==> config.mk <==
export PLATFORM = sky130hd
export DESIGN_NAME = ascii_multibase_integer_parser
export DESIGN_NICKNAME = d
export VERILOG_FILES = /design/src/design/ampi_pkg.sv /design/src/design/ampi_front.sv /design/src/design/ampi_queue.sv /design/src/design/ampi_back.sv /design/src/design/ascii_multibase_integer_parser.sv
export SDC_FILE = /design/constraint.sdc
export NUM_CORES = 1
export LEC_CHECK = 0
export BUFFER_PORTS_ARGS = -buffer_cell sky130_fd_sc_hd__buf_2
export CAP_MARGIN = 0
export CORE_ASPECT_RATIO = 0.75
export CORE_MARGIN = 2
export CORE_UTILIZATION = 50
export DETAILED_ROUTE_END_ITERATION = 6
export HOLD_SLACK_MARGIN = 0.1
export PLACE_DENSITY = 0.75
export SLEW_MARGIN = 20
export SYNTH_ARGS = -nofsm -noshare
export SYNTH_HDL_FRONTEND = slang
export SYNTH_HIERARCHICAL = 1
export SYNTH_SLANG_ARGS = --single-unit
==> constraint.sdc <==
create_clock -name clk -period 12.1 [get_ports clk]
set_clock_uncertainty 0.15 [all_clocks]
set_input_delay 2.42 -clock clk [delete_from_list [all_inputs] [get_ports clk]]
set_output_delay 2.42 -clock clk [all_outputs]
set_load 0.005 [all_outputs]
==> src/design/ampi_pkg.sv <==
package ampi_pkg;

    // Base codes held in the base register; any other code parses as hexadecimal.
    localparam logic [1:0] BASE_DEC = 2'd0;
    localparam logic [1:0] BASE_BIN = 2'd1;
    localparam logic [1:0] BASE_HEX = 2'd2;

    localparam logic [7:0] ASCII_ZERO  = 8'h30;
    localparam logic [7:0] ASCII_ONE   = 8'h31;
    localparam logic [7:0] ASCII_NINE  = 8'h39;
    localparam logic [7:0] ASCII_MINUS = 8'h2d;

    // Offsets from '0' of the hex letter ranges, and what to subtract for the digit.
    localparam logic [7:0] HEX_UPPER_LO  = 8'h11;
    localparam logic [7:0] HEX_UPPER_HI  = 8'h16;
    localparam logic [7:0] HEX_LOWER_LO  = 8'h31;
    localparam logic [7:0] HEX_LOWER_HI  = 8'h36;
    localparam logic [7:0] HEX_UPPER_ADJ = 8'h07;
    localparam logic [7:0] HEX_LOWER_ADJ = 8'h27;
    localparam logic [7:0] DEC_MAX_DIGIT = 8'd9;

    localparam int OUT_WIDTH   = 32;
    localparam int QUEUE_DEPTH = 4;
    localparam int QUEUE_AW    = $clog2(QUEUE_DEPTH);

    typedef enum logic [1:0] {
        KIND_NONE,
        KIND_MINUS,
        KIND_DIGIT,
        KIND_BAD
    } kind_t;

    // One classified character on its way from the front end to the accumulator.
    typedef struct packed {
        kind_t      kind;
        logic [3:0] digit;
        logic [1:0] base;
        logic       last;
    } token_t;

endpackage

==> src/design/ampi_front.sv <==
module ampi_front (
    input  logic                  clk,
    input  logic                  rst_n,
    input  logic                  cfg_valid,
    input  logic [1:0]            cfg_data,
    input  logic                  accept,
    input  logic [7:0]            char_code,
    input  logic                  char_present,
    input  logic                  is_last,
    output ampi_pkg::token_t      token
);
    import ampi_pkg::*;

    logic [1:0] base_reg;
    logic       first_reg;
    logic [7:0] offset;
    logic       digit_ok;
    logic [7:0] digit_value;

    always_ff @(posedge clk or negedge rst_n)
    begin
        if (!rst_n)
        begin
            base_reg  <= BASE_DEC;
            first_reg <= 1'b1;
        end
        else
        begin
            if (cfg_valid)
            begin
                base_reg <= cfg_data;
            end
            if (accept)
            begin
                if (is_last)
                begin
                    first_reg <= 1'b1;
                end
                else if (char_present)
                begin
                    first_reg <= 1'b0;
                end
            end
        end
    end

    // Digit decode for the current base.
    always_comb
    begin
        offset      = char_code - ASCII_ZERO;
        digit_ok    = 1'b0;
        digit_value = offset;
        unique case (base_reg)
            BASE_DEC:
            begin
                digit_ok = (char_code >= ASCII_ZERO) && (char_code <= ASCII_NINE);
            end
            BASE_BIN:
            begin
                digit_ok = (char_code == ASCII_ZERO) || (char_code == ASCII_ONE);
            end
            default:
            begin
                if (char_code >= ASCII_ZERO)
                begin
                    if (offset <= DEC_MAX_DIGIT)
                    begin
                        digit_ok = 1'b1;
                    end
                    else if (offset >= HEX_UPPER_LO && offset <= HEX_UPPER_HI)
                    begin
                        digit_ok    = 1'b1;
                        digit_value = offset - HEX_UPPER_ADJ;
                    end
                    else if (offset >= HEX_LOWER_LO && offset <= HEX_LOWER_HI)
                    begin
                        digit_ok    = 1'b1;
                        digit_value = offset - HEX_LOWER_ADJ;
                    end
                end
            end
        endcase
    end

    always_comb
    begin
        token.digit = digit_value[3:0];
        token.base  = base_reg;
        token.last  = is_last;
        priority if (!char_present)
        begin
            token.kind = KIND_NONE;
        end
        else if (first_reg && char_code == ASCII_MINUS)
        begin
            token.kind = KIND_MINUS;
        end
        else if (digit_ok)
        begin
            token.kind = KIND_DIGIT;
        end
        else
        begin
            token.kind = KIND_BAD;
        end
    end

endmodule

==> src/design/ampi_queue.sv <==
module ampi_queue (
    input  logic                  clk,
    input  logic                  rst_n,
    input  logic                  push,
    input  ampi_pkg::token_t      push_token,
    output logic                  full,
    input  logic                  pop,
    output logic                  empty,
    output ampi_pkg::token_t      head
);
    import ampi_pkg::*;

    token_t                entries_reg [QUEUE_DEPTH];
    logic [QUEUE_AW-1:0]   wr_ptr_reg;
    logic [QUEUE_AW-1:0]   rd_ptr_reg;
    logic [QUEUE_AW:0]     count_reg;
    logic [QUEUE_AW:0]     count_next;

    assign full  = (count_reg == (QUEUE_AW+1)'(QUEUE_DEPTH));
    assign empty = (count_reg == '0);
    assign head  = entries_reg[rd_ptr_reg];

    always_comb
    begin
        count_next = count_reg;
        if (push && !pop)
        begin
            count_next = count_reg + 1'b1;
        end
        else if (pop && !push)
        begin
            count_next = count_reg - 1'b1;
        end
    end

    always_ff @(posedge clk or negedge rst_n)
    begin
        if (!rst_n)
        begin
            wr_ptr_reg <= '0;
            rd_ptr_reg <= '0;
            count_reg  <= '0;
        end
        else
        begin
            count_reg <= count_next;
            if (push)
            begin
                wr_ptr_reg <= wr_ptr_reg + 1'b1;
            end
            if (pop)
            begin
                rd_ptr_reg <= rd_ptr_reg + 1'b1;
            end
        end
    end

    always_ff @(posedge clk)
    begin
        if (push)
        begin
            entries_reg[wr_ptr_reg] <= push_token;
        end
    end

endmodule

==> src/design/ampi_back.sv <==
module ampi_back #(
    parameter int VALUE_WIDTH = 32
) (
    input  logic                             clk,
    input  logic                             rst_n,
    input  logic                             q_empty,
    input  ampi_pkg::token_t                 q_head,
    output logic                             q_pop,
    output logic                             out_valid,
    input  logic                             out_ready,
    output logic [ampi_pkg::OUT_WIDTH-1:0]   out_value,
    output logic                             out_invalid
);
    import ampi_pkg::*;

    logic [VALUE_WIDTH-1:0] acc_reg;
    logic [VALUE_WIDTH-1:0] acc_next;
    logic                   neg_reg;
    logic                   neg_next;
    logic                   err_reg;
    logic                   err_next;
    logic [VALUE_WIDTH-1:0] scaled;
    logic [VALUE_WIDTH-1:0] result;
    logic [63:0]            result_wide;
    logic                   out_valid_reg;
    logic [OUT_WIDTH-1:0]   out_value_reg;
    logic                   out_invalid_reg;

    // A non-final token never waits; a final one needs the output register free.
    assign q_pop = !q_empty && (!q_head.last || !out_valid_reg || out_ready);

    always_comb
    begin
        unique case (q_head.base)
            BASE_DEC: scaled = (acc_reg << 3) + (acc_reg << 1);
            BASE_BIN: scaled = acc_reg << 1;
            default:  scaled = acc_reg << 4;
        endcase
    end

    always_comb
    begin
        acc_next = acc_reg;
        neg_next = neg_reg;
        err_next = err_reg;
        if (!err_reg)
        begin
            unique case (q_head.kind)
                KIND_MINUS: neg_next = 1'b1;
                KIND_DIGIT: acc_next = scaled + VALUE_WIDTH'(q_head.digit);
                KIND_BAD:   err_next = 1'b1;
                default:    acc_next = acc_reg;
            endcase
        end
        if (err_next)
        begin
            result = '0;
        end
        else if (neg_next)
        begin
            result = '0 - acc_next;
        end
        else
        begin
            result = acc_next;
        end
        result_wide = 64'(result);
    end

    always_ff @(posedge clk or negedge rst_n)
    begin
        if (!rst_n)
        begin
            acc_reg       <= '0;
            neg_reg       <= 1'b0;
            err_reg       <= 1'b0;
            out_valid_reg <= 1'b0;
        end
        else
        begin
            // A new result may replace the one leaving in the same cycle.
            if (q_pop && q_head.last)
            begin
                out_valid_reg <= 1'b1;
            end
            else if (out_ready)
            begin
                out_valid_reg <= 1'b0;
            end
            if (q_pop)
            begin
                if (q_head.last)
                begin
                    acc_reg <= '0;
                    neg_reg <= 1'b0;
                    err_reg <= 1'b0;
                end
                else
                begin
                    acc_reg <= acc_next;
                    neg_reg <= neg_next;
                    err_reg <= err_next;
                end
            end
        end
    end

    always_ff @(posedge clk)
    begin
        if (q_pop && q_head.last)
        begin
            out_value_reg   <= result_wide[OUT_WIDTH-1:0];
            out_invalid_reg <= err_next;
        end
    end

    assign out_valid   = out_valid_reg;
    assign out_value   = out_value_reg;
    assign out_invalid = out_invalid_reg;

endmodule

==> src/design/ascii_multibase_integer_parser.sv <==
// ASCII integer parser for decimal, binary and hexadecimal strings.
// The input stream carries one character per transaction: tdata is the ASCII
// code, tuser says whether the code is a real character (0 marks an empty
// item), and tlast closes the string. When the closing transaction has been
// parsed, one result transaction appears on the output stream: tdata is the
// value modulo 2^32 (negated when the string began with a minus sign, zero when
// the string held any character that is not a digit of the base) and tuser is
// the invalid flag. The base is set through the configuration channel and must
// only be changed while no string is in flight.
// The result of the closing input transaction passes through the queue entry and
// the output register. Throughput is one character per cycle while the queue is
// not full: the front end classifies each character as it arrives and the back end
// folds one digit per cycle with a single multiply-add by a constant.
// A four-entry queue sits between the classifier and the accumulator, so a
// stalled output receiver only holds back the closing item of a string; the
// input side keeps taking characters until the queue is full.
// Reset selects decimal, clears the accumulator and empties the queue and
// output register.
module ascii_multibase_integer_parser #(
    parameter int VALUE_WIDTH = 32
) (
    input  logic        clk,
    input  logic        rst_n,

    input  logic        cfg_valid,
    output logic        cfg_ready,
    input  logic [1:0]  cfg_data,       // base_select

    input  logic        s_axis_tvalid,
    output logic        s_axis_tready,
    input  logic [7:0]  s_axis_tdata,   // [7:0] char_code
    input  logic        s_axis_tuser,   // [0] char_present
    input  logic        s_axis_tlast,   // is_last

    output logic        m_axis_tvalid,
    input  logic        m_axis_tready,
    output logic [31:0] m_axis_tdata,   // [31:0] parsed_value
    output logic        m_axis_tuser    // [0] invalid
);
    import ampi_pkg::*;

    token_t front_token;
    token_t q_head;
    logic   q_full;
    logic   q_empty;
    logic   q_pop;
    logic   in_accept;

    // Configuration writes are always taken; they land in the front end's base register.
    assign cfg_ready     = 1'b1;
    assign s_axis_tready = !q_full;
    assign in_accept     = s_axis_tvalid && !q_full;

    ampi_front u_front (
        .clk          (clk),
        .rst_n        (rst_n),
        .cfg_valid    (cfg_valid),
        .cfg_data     (cfg_data),
        .accept       (in_accept),
        .char_code    (s_axis_tdata),
        .char_present (s_axis_tuser),
        .is_last      (s_axis_tlast),
        .token        (front_token)
    );

    ampi_queue u_queue (
        .clk        (clk),
        .rst_n      (rst_n),
        .push       (in_accept),
        .push_token (front_token),
        .full       (q_full),
        .pop        (q_pop),
        .empty      (q_empty),
        .head       (q_head)
    );

    ampi_back #(
        .VALUE_WIDTH (VALUE_WIDTH)
    ) u_back (
        .clk         (clk),
        .rst_n       (rst_n),
        .q_empty     (q_empty),
        .q_head      (q_head),
        .q_pop       (q_pop),
        .out_valid   (m_axis_tvalid),
        .out_ready   (m_axis_tready),
        .out_value   (m_axis_tdata),
        .out_invalid (m_axis_tuser)
    );

endmodule

* Word level (Yosys, flattened, before mapping)
Memory sizes are Yosys's and may differ from the RTL's.
Cells that the tools add are included.
** Storage, ports and cells
- Flip-flop bits (word level) :: 78
- Latch bits :: 0
- Bits in writable memories :: 36
- Memory bits (read-only) :: 0
- Output and inout bits :: 36
- Memories :: 1
** Operators by class
- Add/sub/neg operators :: 10
- Multiply operators :: 0
- Div/mod/pow operators :: 0
- $lt $le $gt $ge :: 7
- Eq/ne operators :: 9
- Shifts and indexed selects :: 0
- Muxes and demuxes :: 32
- Bitwise gates (word level) :: 0
- Reduce and logical (&&, ||, !) cells :: 26
** Memories
- u_queue.entries_reg :: depth 4, bits a word 9, read ports 1, clocked after Yosys merged registers in 0, wr ports 1, RTL line ampi_queue.sv:13 : token_t entries_reg [QUEUE_DEPTH];
** Operator list (number)
- two-way mux 32 bit :: 4
- case mux 32 bit (2 select lines) :: 1
- adder 32 bit :: 1
- adder 32 x 4 -> 32 bit :: 1
- subtractor 1 x 32 -> 32 bit, first input constant :: 1
- == test 8 x 6 -> 1 bit, second input constant :: 3
- two-way mux 4 bit :: 5
- two-way mux 1 bit :: 17
- >= comparator 8 x 6 -> 1 bit, second input constant :: 2
- less-or-equal comparator 8 x 6 -> 1 bit, second input constant :: 2
- logical AND 1 bit :: 9
- >= comparator 8 x 5 -> 1 bit, second input constant :: 1
- less-or-equal comparator 8 x 4 -> 1 bit, second input constant :: 1
- less-or-equal comparator 8 x 5 -> 1 bit, second input constant :: 1
- subtractor 4 x 3 -> 4 bit, second input constant :: 2
- subtractor 8 x 6 -> 8 bit, second input constant :: 1
- == test 2 x 1 -> 1 bit, second input constant :: 3
- zero test 1 bit :: 6
- two-way mux 3 bit :: 2
- nonzero test 2 bit :: 3
- adder 2 x 1 -> 2 bit, second input constant :: 2
- == test 2 bit, second input constant :: 2
- zero test 2 bit :: 2
- two-way mux 2 bit :: 2
- other kinds (8) :: 10

* Depth between registers and ports, before layout
Gate-level depths: netlist of run 1.
- Word-level depth :: 11
- Gate-level depth with buffers :: 22

* By module
The synthesis of run 1 kept the hierarchy.
** Modules (own cells, without submodules)
- ampi_back :: instances 1, cells an instance 836, area an instance 6871.6 µm²
- ampi_queue :: instances 1, cells an instance 81, area an instance 1694.1 µm²
- ampi_front :: instances 1, cells an instance 63, area an instance 513.0 µm²
- ascii_multibase_integer_parser :: instances 1, cells an instance 4, area an instance 21.3 µm²

* Worst setup path after synthesis of run 1
Ideal clock, no wire load.
- Path type :: reg2reg
- From :: reg u_queue.rd_ptr_reg[0]
- To :: reg u_back.out_value_reg[31] (netlist: u_back/out_value[31]), data pin
- Arrival time :: 5.221 ns
- Data required time :: 11.815 ns
- Slack :: 6.594 ns
- Cell stages (with the launch flop) :: 23
- Buffers on the path :: 5
- Clock period less this slack :: 5.506 ns
- Path through :: dfrtp_1 > buf_6 > mux4_2 > buf_2 > buf_2 > clkbuf_1 > nor2b_1 > ha_1 > fa_1 > a21o_1 > o211a_1 > nand2_1 > nor3_1 > nand4_1 > nor4_2 > or4b_1 > buf_2 > xor2_1 > o21ai_2 > nor4_4 > nand4_1 > or4b_1 > nand3_1
** RTL lines
- start: declaration :: RTL line ampi_queue.sv:15 : logic [QUEUE_AW-1:0] rd_ptr_reg;
- start signal: assignment :: RTL line ampi_queue.sv:53 : rd_ptr_reg <= rd_ptr_reg + 1'b1;
- end signal: assignment :: RTL line ampi_back.sv:112 : out_value_reg <= result_wide[OUT_WIDTH-1:0];
- end: declaration :: RTL line ampi_back.sv:26 : logic [OUT_WIDTH-1:0] out_value_reg;

==> reports/results.ini, run 1 <==
[grt]
grt_pass1_vias=7298
grt_pass1_wl_mm=39.62
track_usage=0.2587
grt_overflow_total=0
antenna_found_initial=0
grt_start_max_net_pins=48

[placed_design]
port_buffers=51
dp_hpwl_mm=17.10
placed_area_mm2=0.009485
gp_routability_congestion=0.9237

[final_layout]
largest_reg_flops=36
multi_input_area_mm2=0.005548
fillers=1484
finalNetCount=1075
regArea_mm2=0.003199
drive_gt1_frac=0.1457
area_delta_synth_final_pct=10.85
num_antenna_cells=0
design_area_mm2=0.01009

[synthesis]
ys_ff_latch=114
synth.distinct_cells=102
ys_dominant_reg_cell=edfxtp_1
ys_seq_area_frac=0.3516
synth_area_mm2=0.009100
synth_area_per_cell_um2=9.248
syn-instance-count=984
post-synth-top-count-cell=nand2_1
synth_warnings=6
synth_fp_nets=1049
yosysTopAreaCell=edfxtp_1
synth_edf_count=69
ys_top_cells_by_count=nand2_1, nor2_1, edfxtp_1
async_flop_share=0.3947
synthTopCellsByArea=edfxtp_1, dfrtp_1, ha_1, nand2_1, xnor2_1
yosysTopAreaCellShare=0.2277

[power_and_ir_drop]
p_total_uw=3161
power_density_mw_per_mm2=313.3
p_leak_uw=0.003956
ir_drop_v=0.0002473

[clocking]
cts_setup_buffers=0
ctsResizeCount=0
cts_tree=done
cts-root-buf=clkbuf_16
clk_latency_ns=0.42
path_clk_slew_ns=0.06
cts_buffers=17
hold_buffers=0
htree_num_levels=4
cts_sinks=114
clock_path_buffers=2

[sta]
fin_crit_sh=0.5222
fin_crit_ns=6.318
max_freq_mhz=158.3
setup_violations=0
holdWs_ns=0.3478
relSlewSlack=0.4361
tightestPinTransition_ns=0.8393
finalHoldViolCount=0
drv_slew=0
setup_tns_ns=0
rsz0062_at_grt=false

[floorplan]
core_area_mm2=0.01771
dieArea_mm2=0.01931
initial_core_util=0.5138
rows=42
die_w_um=159.8
die_y_um=120.8
pin_count=53

[flow_run]
cap_viol_max_count=0

[hold_path]
hold_path.class=flip-flop to flip-flop

[drt]
drt-initial-drc-count=996
avgViaCountPerCell=6.409
wl_per_cell_um=19.31
drcViolationCount=0
via_count=8107
dr.pass1.iters=6
ant_nets=0
wl_mm=24.42

[critical_path]
path_class=flip-flop to flip-flop
cp-start-kind=flip-flop
end_kind=flip-flop
worstPathMaxFanout=31
required_ns=12.23
arrival_ns=6.45

[run_status]
outcome=finished clean

[critical path, cell delays in order (launching register included)]
cell and delay (ns):
dfrtp_1 0.74, mux4_2 0.72, nand2b_1 0.73, o22ai_1 0.33, nor3_1 0.53, nand4_1 0.26, nor4_2 0.44, or4b_1 0.66
xor2_1 0.24, o21ai_2 0.13, nor4_4 0.48, nand4_1 0.17, or4b_1 0.49, nand3_1 0.08
[kinds of logic (layout without fill, tap and decap cells)]
group / count (synthesis) / in the layout / synth area share
simple gates: 361 / 361 / 0.2115
compound gates: 279 / 279 / 0.2145
flops: 114 / 114 / 0.3516
buf+inv: 82 / 121 / 0.03932
xor+xnor: 67 / 67 / 0.06448
fa+ha+maj: 48 / 48 / 0.06847
mux: 32 / 32 / 0.04977
other cells: 1 / 1 / 0.0004121
[per-stage QoR]
stage                     setup WS, ns  cells  utilization
after floorplan                  6.594    984            -
after global placement           6.124   1233       0.5356
after detailed placement         5.946   1233       0.5356
after CTS                        5.869   1265       0.5696
after global routing             5.357   1265       0.5696
final                            5.782   1265       0.5696
[layer usage]
metal / part of all wire / global-route usage
met5: 0 / 0
met1: 0.49 / 0.4260
met3: 0.12 / 0.05489
met4: 0.0086 / 0.05180
met2: 0.38 / 0.3401
[final timing paths]
path	from	slack [ns]	cells after the start	endpoint
hold / removal	u_queue/count_reg[2]$_DFFE_PN0P_	0.35	1	u_queue/count_reg[2]$_DFFE_PN0P_
setup reg to reg	u_queue/rd_ptr_reg[0]$_DFFE_PN0P_	5.78	13	u_back/out_value[31]$_SDFFCE_PN0P_
hold reg to reg	u_queue/count_reg[2]$_DFFE_PN0P_	0.35	1	u_queue/count_reg[2]$_DFFE_PN0P_
setup / recovery	u_queue/rd_ptr_reg[0]$_DFFE_PN0P_	5.78	13	u_back/out_value[31]$_SDFFCE_PN0P_
min in group asynchronous	rst_n	1.93	2	u_queue/wr_ptr_reg[0]$_DFFE_PN0P_
max in group asynchronous	rst_n	9.42	2	u_back/acc_reg[17]$_DFFE_PN0P_
[layout make-up]
class	instances	share of cell area
inverter	28	0.01042
tap	242	0.03002
timing repair buffer	61	0.03275
sequential	114	0.3172
multi-input combinational	788	0.5500
clock buffer	19	0.04602
clock inverter	13	0.01364
[where the power goes]
part | total (uW) | leakage, uW | switching, uW | internal, uW
clock | 505 | 0.000296 | 198 | 308
combinational | 1920 | 0.00241 | 1220 | 696
sequential | 735 | 0.00125 | 124 | 611
[placed cells by master, fill, tap and decap left out, types with 23 or more instances in the layout]
| cell type | count |
|---|---|
| edfxtp_1 | 69 |
| dfrtp_1 | 44 |
| xnor2_1 | 38 |
| inv_1 | 26 |
| o21ai_0 | 62 |
| nor2_1 | 82 |
| buf_2 | 51 |
| nand3_1 | 23 |
| ha_1 | 45 |
| nand2_1 | 90 |
| a21oi_1 | 57 |
| xor2_1 | 29 |
| nor3_1 | 25 |
No activity file was read; power rests on OpenSTA's default activity.
==> run 2, diff against run 1 <==
- clock period: 12.1 -> 5.9 ns (I/O delays scaled with it)
==> reports/results.ini, run 2 (same netlist as run 1, synthesis figures left out) <==
[clocking]
cts_setup_buffers=0  ; unchanged
cts_buffers=17  ; unchanged
path_clk_slew_ns=0.06  ; about the same
cts_tree=done
htree_num_levels=4  ; unchanged
hold_buffers=0  ; unchanged
clk_latency_ns=0.41  ; about the same
clock_path_buffers=2  ; unchanged
ctsResizeCount=0  ; unchanged
cts-root-buf=clkbuf_16
cts_sinks=114  ; unchanged

[floorplan]
initial_core_util=0.5138  ; unchanged
die_y_um=120.8  ; unchanged
pin_count=53  ; unchanged
rows=42  ; unchanged
core_area_mm2=0.01771  ; unchanged
die_w_um=159.8  ; unchanged
dieArea_mm2=0.01931  ; unchanged

[run_status]
outcome=finished clean

[sta]
finalHoldViolCount=0  ; unchanged
tightestPinTransition_ns=0.9346  ; +0.09525 ns
setup_tns_ns=0  ; unchanged
relSlewSlack=0.3704  ; -0.06578
setup_slack_ns=0.3143  ; -5.467 ns
fin_crit_sh=0.9467  ; +0.4245
setup_violations=0  ; unchanged
max_freq_mhz=179.0  ; +13%
rsz0062_at_grt=false
fin_crit_ns=5.586  ; -0.7328 ns
drv_slew=0  ; unchanged

[placed_design]
port_buffers=51  ; unchanged
gp_routability_congestion=0.9746  ; +5.5%
pre_cts_ws_ns=0.4642  ; -5.482 ns
dp_hpwl_mm=17.90  ; +4.6%

[final_layout]
final_cell_mix=nand2_1, nor2_1, edfxtp_1
layout_commonest_cell=nand2_1
drive_gt1_frac=0.1564  ; +0.01072
finalNetCount=1088  ; +1.2%
largest_reg_flops=36  ; unchanged
fillers=1467  ; -1.1%
area_delta_synth_final_pct=12.88
num_antenna_cells=0  ; unchanged
post-route-util=0.5800  ; +0.01046

[grt]
antenna_found_initial=0  ; unchanged
track_usage=0.2587  ; about the same
grt_overflow_total=0  ; unchanged
grt_pass1_wl_mm=39.66  ; +0.11%
grt_pass1_vias=7332  ; +0.47%
grt_start_max_net_pins=46  ; -4.2%

[drt]
wl_mm=24.88  ; +1.9%
drcViolationCount=0  ; unchanged
drt-initial-drc-count=919  ; -7.7%
wl_per_cell_um=19.47  ; +0.82%
avgViaCountPerCell=6.350  ; -0.92%
dr.pass1.iters=5  ; -1
ant_nets=0  ; unchanged
via_count=8115  ; +0.099%

[hold_path]
hold_path.class=flip-flop to flip-flop
min_path_cells=1  ; unchanged

[power_and_ir_drop]
ir_drop_v=0.0004955  ; +100%
p_leak_uw=0.004066  ; +2.8%
power_density_mw_per_mm2=654.1  ; +110%
p_total_uw=6719  ; +110%

[critical_path]
end_kind=flip-flop
worstPathMaxFanout=7  ; -77%
required_ns=6.03  ; -6.20 ns
path_class=flip-flop to flip-flop
cp-start-kind=flip-flop
r2r_cells=15  ; +2
arrival_ns=5.72  ; -0.73 ns

[flow_run]
cap_viol_max_count=0  ; unchanged

==> run 2: area by class of cell <==
cell class | count | area (um2) | area share
multi-input combinational | 788 | 5548 | 0.5401
timing repair buffer | 74 | 427.9 | 0.04166
tap | 242 | 302.8 | 0.02948
sequential | 114 | 3199 | 0.3114
inverter | 28 | 105.1 | 0.01023
clock buffer | 22 | 528.0 | 0.05140
clock inverter | 10 | 161.4 | 0.01571
==> run 2: worst max-delay path: stages, from the launching register on <==
cell and delay [ns]:
dfrtp_1 0.48, ha_1 0.27, fa_1 0.44, a21o_1 0.22, a221oi_4 0.43, o221ai_2 0.18, mux2i_1 0.15, a22oi_1 0.32
or4b_1 0.54, or4b_1 0.66, xor2_1 0.25, o21ai_2 0.14, nor4_4 0.47, nand4_1 0.17, or4b_1 0.49, nand3_1 0.07
==> run 2: final timing paths <==
check	start	endpoint	slack [ns]
max	u_back/acc_reg[2]$_DFFE_PN0P_	u_back/out_value[31]$_SDFFCE_PN0P_	0.31
min	u_queue/count_reg[2]$_DFFE_PN0P_	u_queue/count_reg[2]$_DFFE_PN0P_	0.34
max reg2reg	u_back/acc_reg[2]$_DFFE_PN0P_	u_back/out_value[31]$_SDFFCE_PN0P_	0.31
min reg2reg	u_queue/count_reg[2]$_DFFE_PN0P_	u_queue/count_reg[2]$_DFFE_PN0P_	0.34
max in group asynchronous	rst_n	u_back/acc_reg[22]$_DFFE_PN0P_	4.45
min in group asynchronous	rst_n	u_queue/wr_ptr_reg[0]$_DFFE_PN0P_	0.71
==> run 2: where the power goes <==
part | leakage, uW | internal, uW | switching, uW
combinational | 0.00248 | 1500 | 2560
clock | 0.000343 | 807 | 365
sequential | 0.00125 | 1250 | 232
total | 0.00407 | 3560 | 3160
==> run 2: stage by stage <==
| stage | hold slack (ns) | instances | area [um2] |
|---|---|---|---|
| 6_report | 0.3406 | 1278 | 10270 |
| 5_1_grt | 0.3626 | 1278 | 10270 |
| 4_1_cts | 0.3476 | 1278 | 10270 |
| 3_5_place_dp | 0.3387 | 1246 | 9583 |
| 3_3_place_gp | 0.3235 | 1246 | 9583 |
| 2_1_floorplan | 0.3063 | 984 | 9100 |
==> run 2: per-layer routing <==
metal	global-route usage	wire length [um]	part of all wire	vias up
met5	0	0	0	-
met1	0.4132	11900	0.48	3847
met3	0.06655	2981	0.12	27
met2	0.3466	9703	0.39	442
met4	0.05180	294	0.012	0
li1	-	-	-	3799
